[src/hw/rtl/hslc_pkg.sv]
// ----------------------------------------------------------------------------
// HSL to RGB converter package
// Hue sector codes shared by the conversion pipeline.
// ----------------------------------------------------------------------------
package hslc_pkg;

    typedef logic [2:0] t_sector;

    localparam t_sector SECT_RED_RISE_GREEN  = 3'd0;
    localparam t_sector SECT_GREEN_FALL_RED  = 3'd1;
    localparam t_sector SECT_GREEN_RISE_BLUE = 3'd2;
    localparam t_sector SECT_BLUE_FALL_GREEN = 3'd3;
    localparam t_sector SECT_BLUE_RISE_RED   = 3'd4;
    localparam t_sector SECT_RED_FALL_BLUE   = 3'd5;

endpackage

[src/hw/rtl/hsl_to_rgb_converter.sv]
// ----------------------------------------------------------------------------
// HSL to RGB converter
// Five-stage pipeline turning hue/saturation/lightness into red/green/blue.
//
//   channel | handshake          | payload
//   --------+--------------------+------------------------------------
//   input   | i_valid / o_stall  | i_hue, i_saturation, i_lightness
//   output  | o_valid / i_stall  | o_red, o_green, o_blue
//
// One transaction per clock while the output is not stalled. The register
// stages are L*S product, channel max, min/spread, spread*fraction and
// channel select. Reset clears the valid bits of all stages. A stalled
// output holds its result while earlier stages keep filling any empty slot.
// ----------------------------------------------------------------------------
module hsl_to_rgb_converter
    import hslc_pkg::*;
#(
    parameter int CHANNEL_BITS = 16
) (
    input  logic                    i_clk,
    input  logic                    i_rst_n,
    input  logic                    i_valid,
    output logic                    o_stall,
    input  logic [CHANNEL_BITS-1:0] i_hue,
    input  logic [CHANNEL_BITS-1:0] i_saturation,
    input  logic [CHANNEL_BITS-1:0] i_lightness,
    output logic                    o_valid,
    input  logic                    i_stall,
    output logic [CHANNEL_BITS-1:0] o_red,
    output logic [CHANNEL_BITS-1:0] o_green,
    output logic [CHANNEL_BITS-1:0] o_blue
);

    localparam int W = CHANNEL_BITS;
    localparam logic [W+2:0] SIX  = (W+3)'(6);
    localparam logic [W-1:0] HALF = {1'b1, {(W-1){1'b0}}};

    logic r_vld1, r_vld2, r_vld3, r_vld4, r_vld5;
    logic w_rdy1, w_rdy2, w_rdy3, w_rdy4, w_rdy5;

    logic [2*W-1:0] r_s1_ls;
    logic [W+2:0]   r_s1_h6;
    logic [W-1:0]   r_s1_l, r_s1_s;

    logic [W-1:0]   r_s2_q, r_s2_l;
    logic [W+2:0]   r_s2_h6;
    logic           r_s2_zero;

    logic [W-1:0]   r_s3_q, r_s3_p, r_s3_d, r_s3_f;
    t_sector        r_s3_sect;
    logic           r_s3_zero;

    logic [W-1:0]   r_s4_q, r_s4_p, r_s4_m;
    t_sector        r_s4_sect;
    logic           r_s4_zero;

    logic [W-1:0]   r_red, r_green, r_blue;

    logic [2*W-1:0] n_s1_ls;
    logic [W+2:0]   n_s1_h6;
    logic [W-1:0]   w_ls_hi;
    logic [W:0]     w_q_wide;
    logic [W-1:0]   n_s2_q;
    logic [W:0]     w_l2, w_qx;
    logic [W:0]     w_p_wide;
    logic [W-1:0]   w_q_minus_l;
    logic [W-1:0]   n_s3_p, n_s3_d;
    logic [2*W-1:0] w_md;
    logic [W-1:0]   w_rise, w_fall;
    logic [W-1:0]   n_red, n_green, n_blue;

    assign w_rdy5  = !r_vld5 || !i_stall;
    assign w_rdy4  = !r_vld4 || w_rdy5;
    assign w_rdy3  = !r_vld3 || w_rdy4;
    assign w_rdy2  = !r_vld2 || w_rdy3;
    assign w_rdy1  = !r_vld1 || w_rdy2;
    assign o_stall = !w_rdy1;

    always_ff @(posedge i_clk) begin
        if (!i_rst_n) begin
            r_vld1 <= 1'b0;
            r_vld2 <= 1'b0;
            r_vld3 <= 1'b0;
            r_vld4 <= 1'b0;
            r_vld5 <= 1'b0;
        end else begin
            if (w_rdy1) r_vld1 <= i_valid;
            if (w_rdy2) r_vld2 <= r_vld1;
            if (w_rdy3) r_vld3 <= r_vld2;
            if (w_rdy4) r_vld4 <= r_vld3;
            if (w_rdy5) r_vld5 <= r_vld4;
        end
    end

    // stage 1: L*S and hue*6
    always_comb begin
        n_s1_ls = {{W{1'b0}}, i_lightness} * {{W{1'b0}}, i_saturation};
        n_s1_h6 = {3'b000, i_hue} * SIX;
    end

    always_ff @(posedge i_clk) begin
        if (w_rdy1) begin
            r_s1_ls <= n_s1_ls;
            r_s1_h6 <= n_s1_h6;
            r_s1_l  <= i_lightness;
            r_s1_s  <= i_saturation;
        end
    end

    // stage 2: channel maximum q, saturated
    always_comb begin
        w_ls_hi = r_s1_ls[2*W-1:W];
        if (r_s1_l <= HALF) begin
            w_q_wide = {1'b0, r_s1_l} + {1'b0, w_ls_hi};
        end else begin
            w_q_wide = {1'b0, r_s1_l} + {1'b0, r_s1_s} - {1'b0, w_ls_hi};
        end
        n_s2_q = w_q_wide[W] ? {W{1'b1}} : w_q_wide[W-1:0];
    end

    always_ff @(posedge i_clk) begin
        if (w_rdy2) begin
            r_s2_q    <= n_s2_q;
            r_s2_l    <= r_s1_l;
            r_s2_h6   <= r_s1_h6;
            r_s2_zero <= (n_s2_q == '0);
        end
    end

    // stage 3: minimum p and spread q-p
    always_comb begin
        w_l2        = {r_s2_l, 1'b0};
        w_qx        = {1'b0, r_s2_q};
        w_p_wide    = w_l2 - w_qx;
        w_q_minus_l = r_s2_q - r_s2_l;
        if (w_l2 > w_qx) begin
            n_s3_p = w_p_wide[W-1:0];
            n_s3_d = (r_s2_q > r_s2_l) ? {w_q_minus_l[W-2:0], 1'b0} : '0;
        end else begin
            n_s3_p = '0;
            n_s3_d = r_s2_q;
        end
    end

    always_ff @(posedge i_clk) begin
        if (w_rdy3) begin
            r_s3_q    <= r_s2_q;
            r_s3_p    <= n_s3_p;
            r_s3_d    <= n_s3_d;
            r_s3_f    <= r_s2_h6[W-1:0];
            r_s3_sect <= r_s2_h6[W+2:W];
            r_s3_zero <= r_s2_zero;
        end
    end

    // stage 4: spread times hue fraction
    assign w_md = {{W{1'b0}}, r_s3_d} * {{W{1'b0}}, r_s3_f};

    always_ff @(posedge i_clk) begin
        if (w_rdy4) begin
            r_s4_q    <= r_s3_q;
            r_s4_p    <= r_s3_p;
            r_s4_m    <= w_md[2*W-1:W];
            r_s4_sect <= r_s3_sect;
            r_s4_zero <= r_s3_zero;
        end
    end

    // stage 5: rising/falling edges and channel assignment
    always_comb begin
        w_rise = r_s4_p + r_s4_m;
        w_fall = r_s4_q - r_s4_m;
        case (r_s4_sect)
            SECT_RED_RISE_GREEN: begin
                n_red = r_s4_q;  n_green = w_rise; n_blue = r_s4_p;
            end
            SECT_GREEN_FALL_RED: begin
                n_red = w_fall;  n_green = r_s4_q; n_blue = r_s4_p;
            end
            SECT_GREEN_RISE_BLUE: begin
                n_red = r_s4_p;  n_green = r_s4_q; n_blue = w_rise;
            end
            SECT_BLUE_FALL_GREEN: begin
                n_red = r_s4_p;  n_green = w_fall; n_blue = r_s4_q;
            end
            SECT_BLUE_RISE_RED: begin
                n_red = w_rise;  n_green = r_s4_p; n_blue = r_s4_q;
            end
            default: begin
                n_red = r_s4_q;  n_green = r_s4_p; n_blue = w_fall;
            end
        endcase
        if (r_s4_zero) begin
            n_red   = '0;
            n_green = '0;
            n_blue  = '0;
        end
    end

    always_ff @(posedge i_clk) begin
        if (w_rdy5) begin
            r_red   <= n_red;
            r_green <= n_green;
            r_blue  <= n_blue;
        end
    end

    assign o_valid = r_vld5;
    assign o_red   = r_red;
    assign o_green = r_green;
    assign o_blue  = r_blue;

endmodule

[config.mk]
export PLATFORM = sky130hd
export DESIGN_NAME = hsl_to_rgb_converter
export DESIGN_NICKNAME = d
export VERILOG_FILES = /design/src/hw/rtl/hslc_pkg.sv /design/src/hw/rtl/hsl_to_rgb_converter.sv
export SDC_FILE = /design/constraint.sdc
export NUM_CORES = 2
export LEC_CHECK = 0
export ABC_CLOCK_PERIOD_IN_PS = 12500
export BUFFER_PORTS_ARGS = -buffer_cell sky130_fd_sc_hd__buf_2
export CELL_PAD_IN_SITES_DETAIL_PLACEMENT = 0
export CELL_PAD_IN_SITES_GLOBAL_PLACEMENT = 1
export CORE_MARGIN = 5
export CORE_UTILIZATION = 30
export CTS_CLUSTER_DIAMETER = 40
export CTS_CLUSTER_SIZE = 12
export DETAILED_ROUTE_END_ITERATION = 10
export MAX_ROUTING_LAYER = met4
export PLACE_DENSITY_LB_ADDON = 0.1
export SYNTH_ARGS = -nofsm -noshare
export SYNTH_HDL_FRONTEND = slang
export SYNTH_SLANG_ARGS = --single-unit
[constraint.sdc]
create_clock -name i_clk -period 12.5 [get_ports i_clk]
set_clock_uncertainty 0.15 [all_clocks]
set_input_delay 1.25 -clock i_clk [delete_from_list [all_inputs] [get_ports i_clk]]
set_output_delay 1.25 -clock i_clk [all_outputs]
set_load 0.005 [all_outputs]
# == After elaboration in Yosys (flattened, before gate mapping) ==
# Index checks and enable logic that the tools add are counted.
# classes
bitwise,0
n_reduce_logical,18
mux,7
eq_ne,4
n_addsub,7
multipliers,3
div,0
magnitude_cmp,3
shifts,0
# op_table
cell,n
case mux 16 bit (3 select lines),3
two-way mux 16 bit,3
adder 16 x 16 -> 17 bit,2
multiplier 16 x 16 -> 32 bit,1
subtractor 16 bit,2
multiplier 16 x 15 -> 31 bit,1
multiplier 16 x 2 -> 18 bit (second input constant),1
> comparator 17 x 16 -> 1 bit,1
two-way mux 17 bit,1
subtractor 17 x 16 -> 17 bit,1
adder 16 bit,1
> comparator 16 bit,1
less-or-equal comparator 16 bit (second input constant),1
logical NOT 16 bit,1
subtractor 15 bit,1
OR reduction 2 bit,4
logical NOT 1 bit,7
== test 3 x 2 -> 1 bit (second input constant),2
logical OR 1 bit,5
== test 3 x 1 -> 1 bit (second input constant),1
== test 3 bit (second input constant),1
logical NOT 3 bit,1
# word_totals
inputBits,52
latchBits,0
memories,0
ff_bits,305
mem_bits_rw,0
romBits,0

# == Logic depth before layout (Yosys ltp) ==
# logic_depth
ltp_word,7
ltp_mapped,24
depth_no_buf,23

# == Least setup slack after synthesis ==
# No wires, ideal clock.
# synth_path
kind,input to register
from,input port i_lightness[7]
to,register r_s1_ls[31] (data pin)
arrival_ps,6590
path_buffers,1
slack_ps,5500
cell_stages,23
setup_time_ps,260
path_cell_list,clkbuf_1 > nand2_1 > fa_1 > inv_1 > fa_1 > inv_1 > fa_1 > inv_1 > fa_1 > fa_1 > inv_1 > fa_1 > inv_1 > ha_1 > a211oi_1 > nand4b_1 > o221a_2 > o31ai_1 > a41o_1 > a21oi_2 > o211ai_1 > a21oi_1 > xnor2_1
# synth_via
elab_chain_len,1
# synth_rtl
element,line,source
from (decl),hsl_to_rgb_converter.sv:26,"input logic [CHANNEL_BITS-1:0] i_lightness,"
multiplier 16 x 16 -> 32 bit,hsl_to_rgb_converter.sv:97,"n_s1_ls = {{W{1'b0}}, i_lightness} * {{W{1'b0}}, i_saturation};"
via n_s1_ls[31],hsl_to_rgb_converter.sv:59,logic [2*W-1:0] n_s1_ls;
to (signal assigned),hsl_to_rgb_converter.sv:103,r_s1_ls <= n_s1_ls;
to (decl),hsl_to_rgb_converter.sv:41,logic [2*W-1:0] r_s1_ls;
# The timed path passes the listed nets, and every way through them passes these cells.
# A chain may end at the register's enable or synchronous reset.

# == Final worst setup path ==
# layout_path
from,input port i_saturation[1]
to,register r_s1_ls[31] (data pin)
# layout_via
elab_chain_len,1
# layout_rtl
element,line,source
from (decl),hsl_to_rgb_converter.sv:25,"input logic [CHANNEL_BITS-1:0] i_saturation,"
multiplier 16 x 16 -> 32 bit,hsl_to_rgb_converter.sv:97,
via n_s1_ls[31],hsl_to_rgb_converter.sv:59,
# The timed path passes the listed nets, and every way through them passes these cells.

==> impl_metrics.csv <==
group,metric,value,unit
run_status,status,"finished, final reports clean",
clocking,worstSkewPairLatency,0.62,ns
critical_path,path_buf_inv,4,
detailed_routing,vias,22626,
floorplan,die_h,338,µm
sta,layout_min_cycle_time,7.13,ns
clocking,hold_buffers,0,
sta,period_share,0.570,
sta,slew_viol_final,0,
yosys,async_reset_ff_frac,0,
placed_design,port_buffers,101,
clocking,cts_tree,"done",
critical_path,cpPeakStageDelay,0.59,ns
critical_path,crit_family,"adder cells",
cells_and_area,final_cells,4785,
worst_hold_path,hold_path_class,"register to register",
critical_path,critPathCaptureType,"register",
yosys,postSynthCellCount,3285,
detailed_routing,first_pass_iters,5,
cells_and_area,syn2layout_area_growth,10.9,%
clocking,clockRootBuffer,"clkbuf_16",
sta,rsz0062_at_grt,"no",
yosys,synth_area,0.0323,mm²
cells_and_area,drive_above_1_share,0.0707,
yosys,synth.top_cell.area_share,0.264,
clocking,cts.htree.levels,2,
detailed_routing,postRouteAntennaNets,0,
critical_path,crit_top_cell,"fa_1",
sta,finalSetupViolations,0,
yosys,synth_top_area_cell,"edfxtp_1",
critical_path,crit_required,12.68,ns
global_route,grt_pass1_wl,142000,µm
clocking,clk_path_buf_depth,3,
clocking,cts_setup_buffers,0,
placed_design,dpl_cell_area,0.0343,mm²
placed_design,dpl_worst_slack,4.60,ns
detailed_routing,wl_per_cell,18.6,µm
floorplan,coreArea,0.107,mm²
yosys,ys_ff_latch,289,
global_route,grt_max_degree,61,
placed_design,dpl.cell_count,4698,
global_route,grt_overflow_total,0,
placed_design,hpwl,69100,µm
placed_design,place.gp.congestion,0.813,
critical_path,start_kind,"input pin",
sta,hold_viol_final,0,
clocking,numCtsBuffers,47,
yosys,synth_top_flop_cell,"edfxtp_1",
sta,tightest_slew,1.12,ns
critical_path,cp.arrival,7.31,ns
detailed_routing,drc,0,
clocking,cts_resized,0,
detailed_routing,vias_per_cell,4.73,
yosys,yosysSeqAreaShare,0.267,
detailed_routing,drt-total-wl,88900,µm
yosys,ys_types,85,
sta,fin_setup_tns,0,ns
global_route,grtUsageTotal,0.160,
sta,fin_ws,5.37,ns
critical_path,worstPathMaxFanout,17,
floorplan,die_area,0.114,mm²
global_route,grt_pass1_vias,24792,
floorplan,ios,102,
floorplan,initial_core_util,0.302,
cells_and_area,design_area,0.0358,mm²
floorplan,rows,120,
job,cap_viol_max_count,0,
critical_path,crit_chain,"buf_2 > nand2_1 > fa_1 > fa_1 > fa_1 > fa_1 > inv_1 > fa_1 > inv_1 > fa_1 > inv_1 > ha_1 > nand4_1 > o21bai_1 > a22oi_1 > o31ai_1 > a41o_1 > a21oi_2 > o211ai_1 > a21oi_1 > xnor2_1",
yosys,synth_warnings,0,
clocking,cts.sinks,289,
yosys,syn_area_per_cell,9.84,µm²
critical_path,critPathKind,"input pin to register",
yosys,synth_fp_nets,4051,
cells_and_area,num-nets-final,4110,
global_route,antenna_found_initial,0,
sta,max_freq,140,MHz
sta,slew_headroom,0.249,
critical_path,crit_path_top_delay_cell,"fa_1",
yosys,synth_area_leaders,"edfxtp_1 26%, fa_1 24%, ha_1 12%",
yosys,synth-edff-count,284,
detailed_routing,drtIter0Drc,1117,
floorplan,die_w,338,µm
clocking,path_clk_slew,0.06,ns
-- layout by cell type (no fill, tap or decap), types with 19 or more instances in the layout --
cell type,netlist,layout
mux2i_1,28,28
buf_2,4,101
nand2_1,382,380
a21oi_1,115,115
a21o_1,42,42
nor2_1,155,154
edfxtp_1,284,284
nand3_1,32,31
and2_1,260,260
ha_1,320,320
nand4_1,24,24
o21a_1,21,21
o21ai_1,34,34
o211ai_1,21,21
inv_1,599,597
nor2b_1,19,19
xor2_1,33,33
fa_1,394,394
and3_1,20,20
xnor2_1,72,72
o21ai_0,41,41
clkbuf_16,0,47
a211oi_1,27,27
nor3_1,45,45
-- worst reg2reg max path, stage by stage (launching register included) --
cell and delay (ns):
edfxtp_1 0.78, and2_1 0.38, fa_1 0.53, inv_1 0.05
fa_1 0.53, inv_1 0.05, fa_1 0.50, fa_1 0.44
fa_1 0.51, inv_1 0.06, fa_1 0.49, inv_1 0.05
ha_1 0.31, a21oi_1 0.21, and3b_1 0.23, o211ai_1 0.22
a21oi_2 0.33, a21oi_2 0.16, a41oi_1 0.34, nand2_1 0.15
a21oi_1 0.20, xnor2_1 0.07
-- registers in the layout (all words and copies together) (netlist names), 16 cells and up --
register / cells
r_s3_q: 16
r_s4_p: 16
r_s4_q: 16
r_s3_d: 16
r_s1_s: 16
r_s4_m: 16
r_s2_h6: 18
r_s3_p: 16
o_blue: 16
r_s1_l: 16
r_s1_ls: 16
o_green: 16
r_s2_q: 16
r_s2_l: 16
r_s1_h6: 18
o_red: 16
-- path summary, 6_finish.rpt --
| path | startpoint | endpoint | slack [ns] | depth (start not counted) |
|---|---|---|---|---|
| min reg2reg | r_s3_p[3] | r_s4_p[3] | 0.24 | 0 |
| max | i_saturation[1] | r_s1_ls[31] | 5.37 | 21 |
| min | r_s3_p[3] | r_s4_p[3] | 0.24 | 0 |
| max reg2reg | r_s3_f[10] | r_s4_m[14] | 5.54 | 21 |
-- cell usage after synthesis, types with 32 or more instances --
| library cell | count |
|---|---|
| nor2_1 | 155 |
| nand2_1 | 382 |
| ha_1 | 320 |
| inv_1 | 599 |
| a21oi_1 | 115 |
| and2_1 | 260 |
| edfxtp_1 | 284 |
| o21ai_0 | 41 |
| xnor2_1 | 72 |
| xor2_1 | 33 |
| o21ai_1 | 34 |
| nand3_1 | 32 |
| clkbuf_1 | 97 |
| a21o_1 | 42 |
| fa_1 | 394 |
| nor3_1 | 45 |
-- layer usage --
layer	vias up	track usage	part of all wire
met4	0	0.0384	0.020
met3	99	0.0186	0.029
met2	335	0.273	0.50
met1	11371	0.205	0.45
met5	-	-	0
li1	10821	-	-
-- metrics by stage --
step                       util  hold slack, ns
final                     0.335           0.245
after global routing      0.335           0.250
after CTS                 0.335           0.242
after detailed placement  0.320           0.255
after global placement    0.320           0.255
after floorplan               -           0.250
-- logic make-up (layout without fill, tap and decap cells) --
group                    count (synthesis)  in the layout  share of synthesized area
AO/OA/AOI/OAI                          425            425                     0.0885
XOR/XNOR                               105            105                     0.0285
adder cells (fa/ha/maj)                714            714                      0.368
buffers and inverters                  707            803                     0.0830
flip-flops                             289            289                      0.267
multiplexers                            46             46                     0.0149
other                                    0              1                          0
AND/OR/NAND/NOR                        999            999                      0.150
-- final cells by class --
type                       count  area (µm²)
fill                       10935       71200
multi-input combinational   2289       21000
sequential                   289        8630
inverter                     601        2260
tap                         1403        1760
clock buffer                  52        1190
timing repair buffer         116         618
clock inverter                34         342
antenna                        1        2.50
Power is left out: the tool's default activity adds up to more than one toggle a clock period on the data nets, which glitch-free logic cannot reach.
